===== src/rtl/lpp_pkg.sv =====
// Package for the Lissajous particle plotter: payload types, constants and the sine table.
package lpp_pkg;

    localparam int MAX_PARTICLES   = 1024;
    localparam int SINE_TABLE_BITS = 10;
    localparam int QUARTER         = 1 << (SINE_TABLE_BITS - 2);
    localparam int QBITS           = SINE_TABLE_BITS - 2;

    localparam logic [2:0] REG_WINDOW_OFFSET = 3'd0;
    localparam logic [2:0] REG_WINDOW_WIDTH  = 3'd1;
    localparam logic [2:0] REG_PANEL_HEIGHT  = 3'd2;
    localparam logic [2:0] REG_PARTICLE_CNT  = 3'd3;
    localparam logic [2:0] REG_FRAME_STEP    = 3'd4;
    localparam logic [2:0] REG_X_STEP        = 3'd5;
    localparam logic [2:0] REG_Y_STEP        = 3'd6;

    typedef struct packed {
        logic [9:0] particle_index;
        logic       frame_end;
    } t_in_item;

    typedef struct packed {
        logic        pixel_visible;
        logic [10:0] pixel_x;
        logic [9:0]  pixel_y;
        logic [7:0]  grey_level;
        logic        frame_done;
    } t_out_item;

    typedef logic [QUARTER-1:0][14:0] t_qtab;

    function automatic logic [63:0] quarter_sine(input logic [63:0] q);
        logic [63:0] t;
        logic [63:0] t2;
        logic [63:0] a;
        logic [63:0] b;
        logic [63:0] s;
        t  = (q << 16) >> QBITS;
        t2 = (t * t) >> 16;
        a  = (64'd4926 * t2) >> 16;
        b  = (t2 * (64'd42334 - a)) >> 16;
        s  = (t * (64'd102944 - b)) >> 16;
        return (s * 64'd32767 + 64'd32768) >> 16;
    endfunction

    function automatic t_qtab build_qtab();
        t_qtab tab;
        for (int k = 0; k < QUARTER; k++) begin
            tab[k] = 15'(quarter_sine(64'(k)));
        end
        return tab;
    endfunction

    localparam t_qtab       QTAB    = build_qtab();
    localparam logic [14:0] QS_PEAK = 15'(quarter_sine(64'(QUARTER)));

    // Q1.15 sine of a 24-bit turn fraction, built from the quarter-wave table.
    function automatic logic signed [16:0] sine_of(input logic [23:0] ang);
        logic [SINE_TABLE_BITS-1:0] idx;
        logic [QBITS-1:0]           q;
        logic [QBITS-1:0]           qr;
        logic [14:0]                v;
        idx = ang[23 -: SINE_TABLE_BITS];
        q   = idx[QBITS-1:0];
        qr  = QBITS'(0) - q;
        if (!idx[QBITS]) begin
            v = QTAB[q];
        end else if (q == '0) begin
            v = QS_PEAK;
        end else begin
            v = QTAB[qr];
        end
        if (idx[QBITS+1]) begin
            return -$signed({2'b00, v});
        end else begin
            return $signed({2'b00, v});
        end
    endfunction

endpackage


===== src/rtl/lissajous_particle_plotter.sv =====
// Lissajous particle plotter: sequencer around one shared multiplier and a restoring divider.
//
// Each accepted particle index runs through the multiply, divide and done states until its result is
// loaded into the output register, waiting in the done state while a previous result still waits there,
// and the next index is taken in the cycle after that.
// The steps are set by the single multiplier, which forms the two angles, the two
// amplitudes and the two scaled sine values one after another, and by the 8-step
// restoring divider that produces the grey level. The result register holds a finished
// transaction while the block already accepts the next index. Configuration writes are
// accepted in every cycle and must only be issued while the block is idle.
module lissajous_particle_plotter
    import lpp_pkg::*;
(
    input  logic        i_clk,
    input  logic        i_rst_n,
    input  logic        i_in_valid,
    output logic        o_in_ready,
    input  t_in_item    i_in_data,
    output logic        o_out_valid,
    input  logic        i_out_ready,
    output t_out_item   o_out_data,
    input  logic        i_cfg_valid,
    output logic        o_cfg_ready,
    input  logic [2:0]  i_cfg_index,
    input  logic [23:0] i_cfg_data
);

    typedef enum logic [3:0] {
        ST_IDLE,
        ST_MULX,
        ST_MULY,
        ST_MULAX,
        ST_MULAY,
        ST_SCX,
        ST_SCY,
        ST_DIVI,
        ST_DIV,
        ST_DONE
    } t_state;

    t_state r_state;

    logic [9:0]  r_offset;
    logic [10:0] r_width;
    logic [10:0] r_height;
    logic [10:0] r_count;
    logic [23:0] r_frame_step;
    logic [23:0] r_x_step;
    logic [23:0] r_y_step;
    logic [23:0] r_phase;

    logic [9:0]         r_index;
    logic               r_frame_end;
    logic [23:0]        r_angx;
    logic [23:0]        r_angy;
    logic [18:0]        r_ax;
    logic [17:0]        r_ay;
    logic signed [16:0] r_sin;
    logic signed [35:0] r_prod;
    logic signed [21:0] r_x;
    logic signed [21:0] r_y;
    logic [17:0]        r_rem;
    logic [17:0]        r_dvs;
    logic [7:0]         r_quo;
    logic [2:0]         r_cnt;
    logic               r_out_valid;
    t_out_item          r_out;

    logic [10:0]        w_n;
    logic [10:0]        w_m;
    logic               w_in_range;
    logic signed [24:0] w_mul_a;
    logic signed [18:0] w_mul_b;
    logic signed [43:0] w_mul_p;
    logic signed [16:0] w_sine;
    logic signed [21:0] w_cx;
    logic signed [21:0] w_cy;
    logic signed [21:0] w_d;
    logic [10:0]        w_diff;
    logic [18:0]        w_dividend;
    logic               w_vis;
    logic signed [21:0] w_xlo;
    logic signed [21:0] w_xhi;
    logic signed [21:0] w_yhi;

    assign w_n = (r_count > 11'(MAX_PARTICLES)) ? 11'(MAX_PARTICLES) : r_count;
    assign w_m = (r_height < r_width) ? r_height : r_width;
    assign w_in_range = {1'b0, r_index} < w_n;

    always_comb begin
        case (r_state)
            ST_MULX: begin
                w_mul_a = $signed({1'b0, r_x_step});
                w_mul_b = $signed({9'd0, r_index});
            end
            ST_MULY: begin
                w_mul_a = $signed({1'b0, r_y_step});
                w_mul_b = $signed({9'd0, r_index});
            end
            ST_MULAX: begin
                w_mul_a = $signed({14'd0, w_m});
                w_mul_b = 19'sd3482;
            end
            ST_MULAY: begin
                w_mul_a = $signed({14'd0, w_m});
                w_mul_b = 19'sd1229;
            end
            ST_SCX: begin
                w_mul_a = $signed({6'd0, r_ax});
                w_mul_b = 19'(r_sin);
            end
            ST_SCY: begin
                w_mul_a = $signed({7'd0, r_ay});
                w_mul_b = 19'(r_sin);
            end
            default: begin
                w_mul_a = '0;
                w_mul_b = '0;
            end
        endcase
    end

    assign w_mul_p = w_mul_a * w_mul_b;
    assign w_sine  = sine_of((r_state == ST_MULAY) ? r_angx : r_angy);

    assign w_cx = $signed({4'd0, r_offset, 8'd0}) + $signed({4'd0, r_width, 7'd0});
    assign w_cy = $signed({4'd0, r_height, 7'd0});
    assign w_d  = $signed({r_prod[35], r_prod[35:15]});

    assign w_diff     = w_n - {1'b0, r_index};
    assign w_dividend = {w_diff, 8'd0} - {8'd0, w_diff};

    assign w_xlo = $signed({4'd0, r_offset, 8'd0});
    assign w_xhi = $signed({2'd0, {1'b0, r_offset} + {1'b0, r_width}, 8'd0});
    assign w_yhi = $signed({3'd0, r_height, 8'd0});
    assign w_vis = w_in_range && (r_x >= w_xlo) && (r_x < w_xhi) &&
                   (r_y >= 22'sd0) && (r_y < w_yhi);

    always_ff @(posedge i_clk) begin
        if (!i_rst_n) begin
            r_state      <= ST_IDLE;
            r_out_valid  <= 1'b0;
            r_offset     <= 10'd0;
            r_width      <= 11'd64;
            r_height     <= 11'd64;
            r_count      <= 11'd900;
            r_frame_step <= 24'd240318;
            r_x_step     <= 24'd12016;
            r_y_step     <= 24'd96127;
            r_phase      <= 24'd0;
        end else begin
            if (i_cfg_valid) begin
                case (i_cfg_index)
                    REG_WINDOW_OFFSET: r_offset     <= i_cfg_data[9:0];
                    REG_WINDOW_WIDTH:  r_width      <= i_cfg_data[10:0];
                    REG_PANEL_HEIGHT:  r_height     <= i_cfg_data[10:0];
                    REG_PARTICLE_CNT:  r_count      <= i_cfg_data[10:0];
                    REG_FRAME_STEP:    r_frame_step <= i_cfg_data;
                    REG_X_STEP:        r_x_step     <= i_cfg_data;
                    REG_Y_STEP:        r_y_step     <= i_cfg_data;
                    default: ;
                endcase
            end

            if (r_out_valid && i_out_ready && (r_state != ST_DONE)) begin
                r_out_valid <= 1'b0;
            end

            case (r_state)
                ST_IDLE: begin
                    if (i_in_valid) begin
                        r_index     <= i_in_data.particle_index;
                        r_frame_end <= i_in_data.frame_end;
                        r_state     <= ST_MULX;
                    end
                end
                ST_MULX: begin
                    r_prod  <= w_mul_p[35:0];
                    r_state <= ST_MULY;
                end
                ST_MULY: begin
                    r_angx  <= r_phase + r_prod[23:0];
                    r_prod  <= w_mul_p[35:0];
                    r_state <= ST_MULAX;
                end
                ST_MULAX: begin
                    r_angy  <= r_phase + r_prod[23:0] + 24'h400000;
                    r_prod  <= w_mul_p[35:0];
                    r_state <= ST_MULAY;
                end
                ST_MULAY: begin
                    r_ax    <= r_prod[22:4];
                    r_sin   <= w_sine;
                    r_prod  <= w_mul_p[35:0];
                    r_state <= ST_SCX;
                end
                ST_SCX: begin
                    r_ay    <= r_prod[21:4];
                    r_sin   <= w_sine;
                    r_prod  <= w_mul_p[35:0];
                    r_state <= ST_SCY;
                end
                ST_SCY: begin
                    r_x     <= w_cx - w_d;
                    r_prod  <= w_mul_p[35:0];
                    r_state <= ST_DIVI;
                end
                ST_DIVI: begin
                    r_y     <= w_cy - w_d;
                    r_rem   <= w_dividend[17:0];
                    r_dvs   <= {w_n, 7'd0};
                    r_quo   <= 8'd0;
                    r_cnt   <= 3'd0;
                    r_state <= ST_DIV;
                end
                ST_DIV: begin
                    if (r_rem >= r_dvs) begin
                        r_rem <= r_rem - r_dvs;
                        r_quo <= {r_quo[6:0], 1'b1};
                    end else begin
                        r_quo <= {r_quo[6:0], 1'b0};
                    end
                    r_dvs <= r_dvs >> 1;
                    r_cnt <= r_cnt + 3'd1;
                    if (r_cnt == 3'd7) begin
                        r_state <= ST_DONE;
                    end
                end
                ST_DONE: begin
                    if (!r_out_valid || i_out_ready) begin
                        r_out_valid         <= 1'b1;
                        r_out.pixel_visible <= w_vis;
                        r_out.pixel_x       <= w_vis ? r_x[18:8] : 11'd0;
                        r_out.pixel_y       <= w_vis ? r_y[17:8] : 10'd0;
                        r_out.grey_level    <= w_in_range ? r_quo : 8'd0;
                        r_out.frame_done    <= r_frame_end;
                        if (r_frame_end) begin
                            r_phase <= r_phase + r_frame_step;
                        end
                        r_state <= ST_IDLE;
                    end
                end
                default: r_state <= ST_IDLE;
            endcase
        end
    end

    assign o_in_ready  = (r_state == ST_IDLE);
    assign o_out_valid = r_out_valid;
    assign o_out_data  = r_out;
    assign o_cfg_ready = 1'b1;

endmodule

===== config.mk =====
export PLATFORM = sky130hd
export DESIGN_NAME = lissajous_particle_plotter
export DESIGN_NICKNAME = d
export VERILOG_FILES = /design/src/rtl/lpp_pkg.sv /design/src/rtl/lissajous_particle_plotter.sv
export SDC_FILE = /design/constraint.sdc
export NUM_CORES = 2
export LEC_CHECK = 0
export BUFFER_PORTS_ARGS = -buffer_cell sky130_fd_sc_hd__buf_4
export CAP_MARGIN = 40
export CORE_MARGIN = 2
export CORE_UTILIZATION = 50
export DETAILED_ROUTE_END_ITERATION = 10
export PLACE_DENSITY = 0.63
export SYNTH_ARGS = -nofsm -noshare
export SYNTH_HDL_FRONTEND = slang
export SYNTH_SLANG_ARGS = --single-unit
export TNS_END_PERCENT = 5

===== constraint.sdc =====
create_clock -name i_clk -period 25 [get_ports i_clk]
set_input_delay 1.25 -clock i_clk [delete_from_list [all_inputs] [get_ports i_clk]]
set_output_delay 1.25 -clock i_clk [all_outputs]
set_load 0.02 [all_outputs]

Yosys cells after proc, flatten, opt, wreduce, memory -nomap -nowiden
Memories as Yosys holds them, arrays and structs flattened.
Cells that the tools add are included.
W data, S select, Z words.
{"block": "totals", "ff_bits": 415, "rom_bits": 7680, "inputBits": 43, "output_inout_bits": 34, "mem_count": 2}
{"block": "op_classes", "n_addsub": 13, "multipliers": 1, "order_cmp": 10, "n_eq_ne": 21, "mux": 23, "n_reduce_logical": 38}
{"memory": "(no name shown)", "words": 256, "width": 15, "read_ports": 1, "rd_ports_with_merged_regs": 0, "write_ports": 0, "line": "lpp_pkg.sv:71", "source": "v = QTAB[qr];"}
{"memory": "(no name shown)", "words": 256, "width": 15, "read_ports": 1, "rd_ports_with_merged_regs": 0, "write_ports": 0, "line": "lpp_pkg.sv:67", "source": "v = QTAB[q];"}
{"cell": "$pmux W24 S5", "n": 1}
{"cell": "$pmux W19 S4", "n": 1}
{"cell": "$mux W15", "n": 5}
{"cell": "$pmux W18 S2", "n": 2}
{"cell": "$add A24 B24 Y24", "n": 2}
{"cell": "$pmux W4 S10", "n": 1}
{"cell": "$mul A25 B19 Y36", "n": 1}
{"cell": "$reduce_and A2 Y1", "n": 16}
{"cell": "$add A24 B23 Y24 const B", "n": 1}
{"cell": "$mux W24", "n": 1}
{"cell": "$ge A22 B1 Y1 const B", "n": 1}
{"cell": "$ge A22 B19 Y1", "n": 1}
{"cell": "$lt A22 B20 Y1", "n": 1}
{"cell": "$lt A22 B21 Y1", "n": 1}
{"cell": "$mux W11", "n": 2}
{"cell": "$sub A19 B21 Y22", "n": 1}
{"cell": "$sub A20 B21 Y22", "n": 1}
{"cell": "$add A18 B18 Y19", "n": 1}
{"cell": "$ge A18 B18 Y1", "n": 1}
{"cell": "$lt A8 B9 Y1 const B", "n": 2}
{"cell": "$mux W18", "n": 1}
{"cell": "$sub A18 B11 Y18", "n": 1}
{"cell": "$sub A18 B18 Y18", "n": 1}
{"cell": "$neg A15 Y17", "n": 1}
{"cell": "30 further kinds", "n": 59}

Depth between registers and ports, before layout
{"block": "depth", "depth_word": 9, "ltp_mapped": 40, "ltp_nobuf": 38}

Worst setup path before layout
No wires, ideal clock.
{"block": "synth_timing", "path_kind": "register to register", "from": "register r_width[1]", "to": "register r_prod[33], data pin", "t_arrival_ns": 8.815, "required_time_ns": 24.742, "setup_slack_ns": 15.928, "path_stages_with_launch": 40, "period_less_slack_ns": 9.072, "cell_sequence": "dfxtp_1 > inv_1 > ha_1 > a21o_1 > a21o_1 > a21o_1 > a21o_1 > a21o_1 > a211oi_1 > o21ai_1 > clkbuf_1 > nor2_1 > a21oi_1 > o211ai_1 > clkbuf_1 > nand2_1 > fa_1 > inv_1 > (+4 left out) > fa_1 > inv_1 > fa_1 > inv_1 > fa_1 > ha_1 > ha_1 > or3_1 > o21bai_1 > a2111oi_0 > o21a_1 > o211ai_1 > a31oi_1 > o31ai_1 > a21oi_1 > o21ai_0 > a21oi_1 > xnor2_1"}
{"block": "synth_via", "elab_chain_cells": 4}
{"item": "start: declaration", "line": "lissajous_particle_plotter.sv:44", "source": "logic [10:0] r_width;"}
{"item": "start signal: assignment", "line": "lissajous_particle_plotter.sv:155", "source": "REG_WINDOW_WIDTH: r_width <= i_cfg_data[10:0];"}
{"item": "$lt A11 B11 Y1", "line": "lissajous_particle_plotter.sv:87", "source": "assign w_m = (r_height < r_width) ? r_height : r_width;"}
{"item": "$mux W11 *", "line": "lissajous_particle_plotter.sv:87"}
{"item": "$pmux W24 S5 *", "line": "lissajous_particle_plotter.sv:91", "source": "case (r_state)"}
{"item": "$mul A25 B19 Y36 *", "line": "lissajous_particle_plotter.sv:123", "source": "assign w_mul_p = w_mul_a * w_mul_b;"}
{"item": "named net w_mul_p[33]", "line": "lissajous_particle_plotter.sv:74", "source": "logic signed [43:0] w_mul_p;"}
{"item": "end signal: assignment", "line": "lissajous_particle_plotter.sv:178", "source": "r_prod <= w_mul_p[35:0];"}
{"item": "end signal: assignment", "line": "lissajous_particle_plotter.sv:183", "source": "r_prod <= w_mul_p[35:0];"}
{"item": "end signal: assignment", "line": "lissajous_particle_plotter.sv:188", "source": "r_prod <= w_mul_p[35:0];"}
{"item": "end: declaration", "line": "lissajous_particle_plotter.sv:59", "source": "logic signed [35:0] r_prod;"}
The timed path passes the listed nets; every way through them passes the cells marked *.
A chain may end at the register's enable or synchronous reset.

Worst setup path after layout
Same ends and word-level chain as after synthesis.

==> tab_implementation.tex <==
\begin{tabular}{lr}
\hline
Metric & Value \\
\hline
\multicolumn{2}{l}{\textbf{STA}} \\
Measured slew at the worst slew-check pin & 1060 ps \\
Setup repair after global routing missed its margin & no \\
Hold Violations, Final & 0 \\
Final critical-path setup slack & 15400 ps \\
Final Critical Period & 9600 ps \\
Worst-case clock skew & 29.8 ps \\
Total negative slack & 0 ps \\
Part of the cycle the worst path needs & 0.384 \\
Final slew viol count & 0 \\
Remaining max-slew budget at the tightest pin & 0.293 \\
Number of endpoints failing setup at the final stage & 0 \\
Highest Clock Rate & 0.104 GHz \\
\multicolumn{2}{l}{\textbf{Detailed routing}} \\
Post-detailed-route wirelength per cell & 25.8 um \\
Via count normalized by instance count & 6.36 \\
Count of antenna-violating nets left after detailed routing & 0 \\
DRC violation total after the first TritonRoute iteration & 4820 \\
DRC viols & 0 \\
Vias post-DR & 39900 \\
DRT Pass-1 Iters & 6 \\
Wirelength, routed & 162000 um \\
\multicolumn{2}{l}{\textbf{Floorplan}} \\
Core Region & 85400 um2 \\
Initial core utilization & 0.507 \\
Num ports & 77 \\
Floorplan die area & 88900 um2 \\
Die boundary width & 298 um \\
Cell row count & 107 \\
Die span in y & 298 um \\
\multicolumn{2}{l}{\textbf{Synthesis}} \\
Post-Synthesis Cell Area & 43300 um2 \\
Per-instance average area after synthesis & 8.44 um2 \\
Post-Synthesis Cells & 5129 \\
Predominant post-synthesis flop cell & sky130\_fd\_sc\_hd\_\_edfxtp\_1 \\
Number of distinct library cell variants in the gate-level netlist after synthesis & 111 \\
Share of the synthesized area in the top cell type & 0.166 \\
Sequential share of the synthesized area & 0.230 \\
Seq cells post-synth & 379 \\
Largest cells by area after synthesis & sky130\_fd\_sc\_hd\_\_fa\_1, sky130\_fd\_sc\_hd\_\_edfxtp\_1, sky130\_fd\_sc\_hd\_\_ha\_1 \\
Post-synthesis cell type with the largest combined area & sky130\_fd\_sc\_hd\_\_fa\_1 \\
Number of enable-type register cells in the synthesized netlist & 235 \\
Synthesis Warnings & 0 \\
Async set or reset register ratio after synthesis & 0 \\
\multicolumn{2}{l}{\textbf{Clocking}} \\
Number of setup buffers added after CTS & 0 \\
Clock slew at the register clock pins of the worst setup and hold paths & 60 ps \\
CTS buffer count & 41 \\
Deepest clock path buffer count & 3 \\
Post-cts sizing count & 0 \\
Insertion delay of the later-clocked pin in the worst-skew pair & 570 ps \\
Clock tree root buffer cell & sky130\_fd\_sc\_hd\_\_clkbuf\_16 \\
TritonCTS clock tree & built \\
Max H-tree Level & 2 \\
Hold\_buf cts & 0 \\
Number of clock sinks & 379 \\
\multicolumn{2}{l}{\textbf{Placement}} \\
Post-placement setup slack & 15510 ps \\
Placed cell count & 6188 \\
Count of input and output buffers & 75 \\
HPWL after detailed placement & 121000 um \\
Final weighted congestion in routability-driven placement & 1.06 \\
\multicolumn{2}{l}{\textbf{Global route}} \\
Largest net degree at the start of global routing & 84 \\
Fraction of met2 tracks used by global routing & 0.538 \\
Met1 track demand over resource & 0.491 \\
Global-route usage over all layers & 0.358 \\
Overflow left after global routing & 0 \\
Highest-utilization routing layer at the global route stage & met2 \\
Wire length of the first global-routing pass & 243000 um \\
Initial antenna violation count & 0 \\
Global Route met3 Usage & 0.0787 \\
Via count of the first global-routing pass & 38500 \\
\multicolumn{2}{l}{\textbf{Critical path}} \\
Worst EP required & 25300 ps \\
Cell class contributing the biggest share of worst-path delay & adder cells \\
Buffers \& Inverters on Critical Path & 9 \\
Setup crit start & r\_width[1] \\
Critical path peak fanout & 16 \\
Worst Setup Path Type & reg -> reg \\
Delay contributed by the slowest stage of the critical path & 550 ps \\
Category of the worst setup path launch point & flip-flop \\
Element type at the critical path end & flip-flop \\
Max stage delay cell, worst path & sky130\_fd\_sc\_hd\_\_fa\_1 \\
Data arrival at the endpoint of the critical path & 9900 ps \\
Startpoint of the worst register-to-register path & r\_width[1] \\
\multicolumn{2}{l}{\textbf{Final layout}} \\
Non-filler instance count after layout & 6266 \\
Final net count & 5828 \\
Sequential Area & 9940 um2 \\
Area growth from synthesis to final layout & 7.70\% \\
Fillers & 7981 \\
Commonest cells after routing, fill and taps aside & sky130\_fd\_sc\_hd\_\_nand2\_1, sky130\_fd\_sc\_hd\_\_inv\_1, sky130\_fd\_sc\_hd\_\_nor2\_1 \\
Share of final-layout standard cells stronger than drive strength 1 & 0.0787 \\
Commonest non-fill, non-tap cell in the layout & sky130\_fd\_sc\_hd\_\_nand2\_1 \\
Inserted Diodes & 0 \\
Footprint of the multi-input gates & 30100 um2 \\
\multicolumn{2}{l}{\textbf{Run}} \\
Max cap viols & 0 \\
\multicolumn{2}{l}{\textbf{Pwr}} \\
Pwr Total & 1930 uW \\
Peak ir drop on the vdd network & 45.6 uV \\
Total power divided by cell area & 41.4 nW/um2 \\
Leakage & 0.0199 uW \\
\multicolumn{2}{l}{\textbf{Worst hold path}} \\
Kind of path behind the tightest hold check & reg -> reg \\
Origin of the worst min-delay path & r\_count[6] \\
\multicolumn{2}{l}{\textbf{Run status}} \\
Status & complete, no violations \\
\hline
\end{tabular}
[synthesized netlist by cell type (all sizes together), types with 63 or more instances]
| master | number |
|---|---|
| inv | 556 |
| ha | 338 |
| edfxtp | 235 |
| dfxtp | 144 |
| nor2 | 375 |
| xnor2 | 135 |
| and2 | 63 |
| nand2 | 743 |
| buf | 97 |
| fa | 358 |
| a21oi | 359 |
| clkbuf | 217 |
| mux2i | 67 |
| nand3 | 101 |
| nor2b | 63 |
| nor3 | 100 |
| o211ai | 80 |
| o21ai | 216 |
[layer usage]
metal / part of all wire / routed length [um]
met5: 0 / 0
met4: 0.058 / 9440
met3: 0.11 / 17800
met2: 0.42 / 68600
met1: 0.41 / 65800
[flip-flops by register name, indices dropped and copies added (netlist names), 17 cells and up]
name and flops:
o_out_data 31, r_ax 19, r_ay 18, r_dvs 18, r_frame_step 24, r_phase 24
r_prod 36, r_rem 18, r_sin 17, r_x 22, r_x_step 24, r_y_step 24
[worst min-delay path: stages (launching register included)]
cell and delay, ps:
sky130_fd_sc_hd__dfxtp_1 300, sky130_fd_sc_hd__nand2_1 50, sky130_fd_sc_hd__a21oi_1 50
[per-stage QoR]
| step | hold WS (ps) | instance area, um2 | util |
|---|---|---|---|
| 2_1_floorplan | 432 | 43300 | - |
| 3_3_place_gp | 442 | 45000 | 0.527 |
| 4_1_cts | 452 | 46600 | 0.545 |
| 6_report | 451 | 46600 | 0.546 |
| 3_5_place_dp | 444 | 45200 | 0.529 |
| 5_1_grt | 474 | 46600 | 0.546 |
[final timing paths]
path           endpoint  slack (ps)  cells past startpoint
min          r_count[6]         450                      2
max reg2reg  r_prod[33]       15400                     41
max          r_prod[33]       15400                     41
min reg2reg  r_count[6]         450                      2
[where the power goes]
part | leakage [uW] | switching, uW | internal [uW] | total [uW]
Combinational | 0.0159 | 380 | 206 | 586
Sequential | 0.00326 | 23.9 | 696 | 719
Clock | 0.000671 | 268 | 355 | 623
[area by class of cell]
cell class | instances | share of cell area
clock inverter | 21 | 0.00405
sequential | 379 | 0.213
multi-input combinational | 3895 | 0.646
clock buffer | 55 | 0.0253
inverter | 560 | 0.0452
timing repair buffer | 212 | 0.0356
tap | 1144 | 0.0307
[logic make-up (layout without fill, tap and decap cells)]
group / Yosys count / in the layout / share of synthesized area
xor gates and xnor gates: 175 / 175 / 0.0359
muxes: 102 / 102 / 0.0268
buffers and inverters: 874 / 848 / 0.0807
and+or+nand+nor: 1666 / 1666 / 0.174
DFF: 379 / 379 / 0.230
adders and majority gates: 698 / 698 / 0.264
AOI/OAI and AO/OA: 1233 / 1233 / 0.189
other: 2 / 21 / 0.000174
Note: power is estimated with default switching activity, not from simulation.
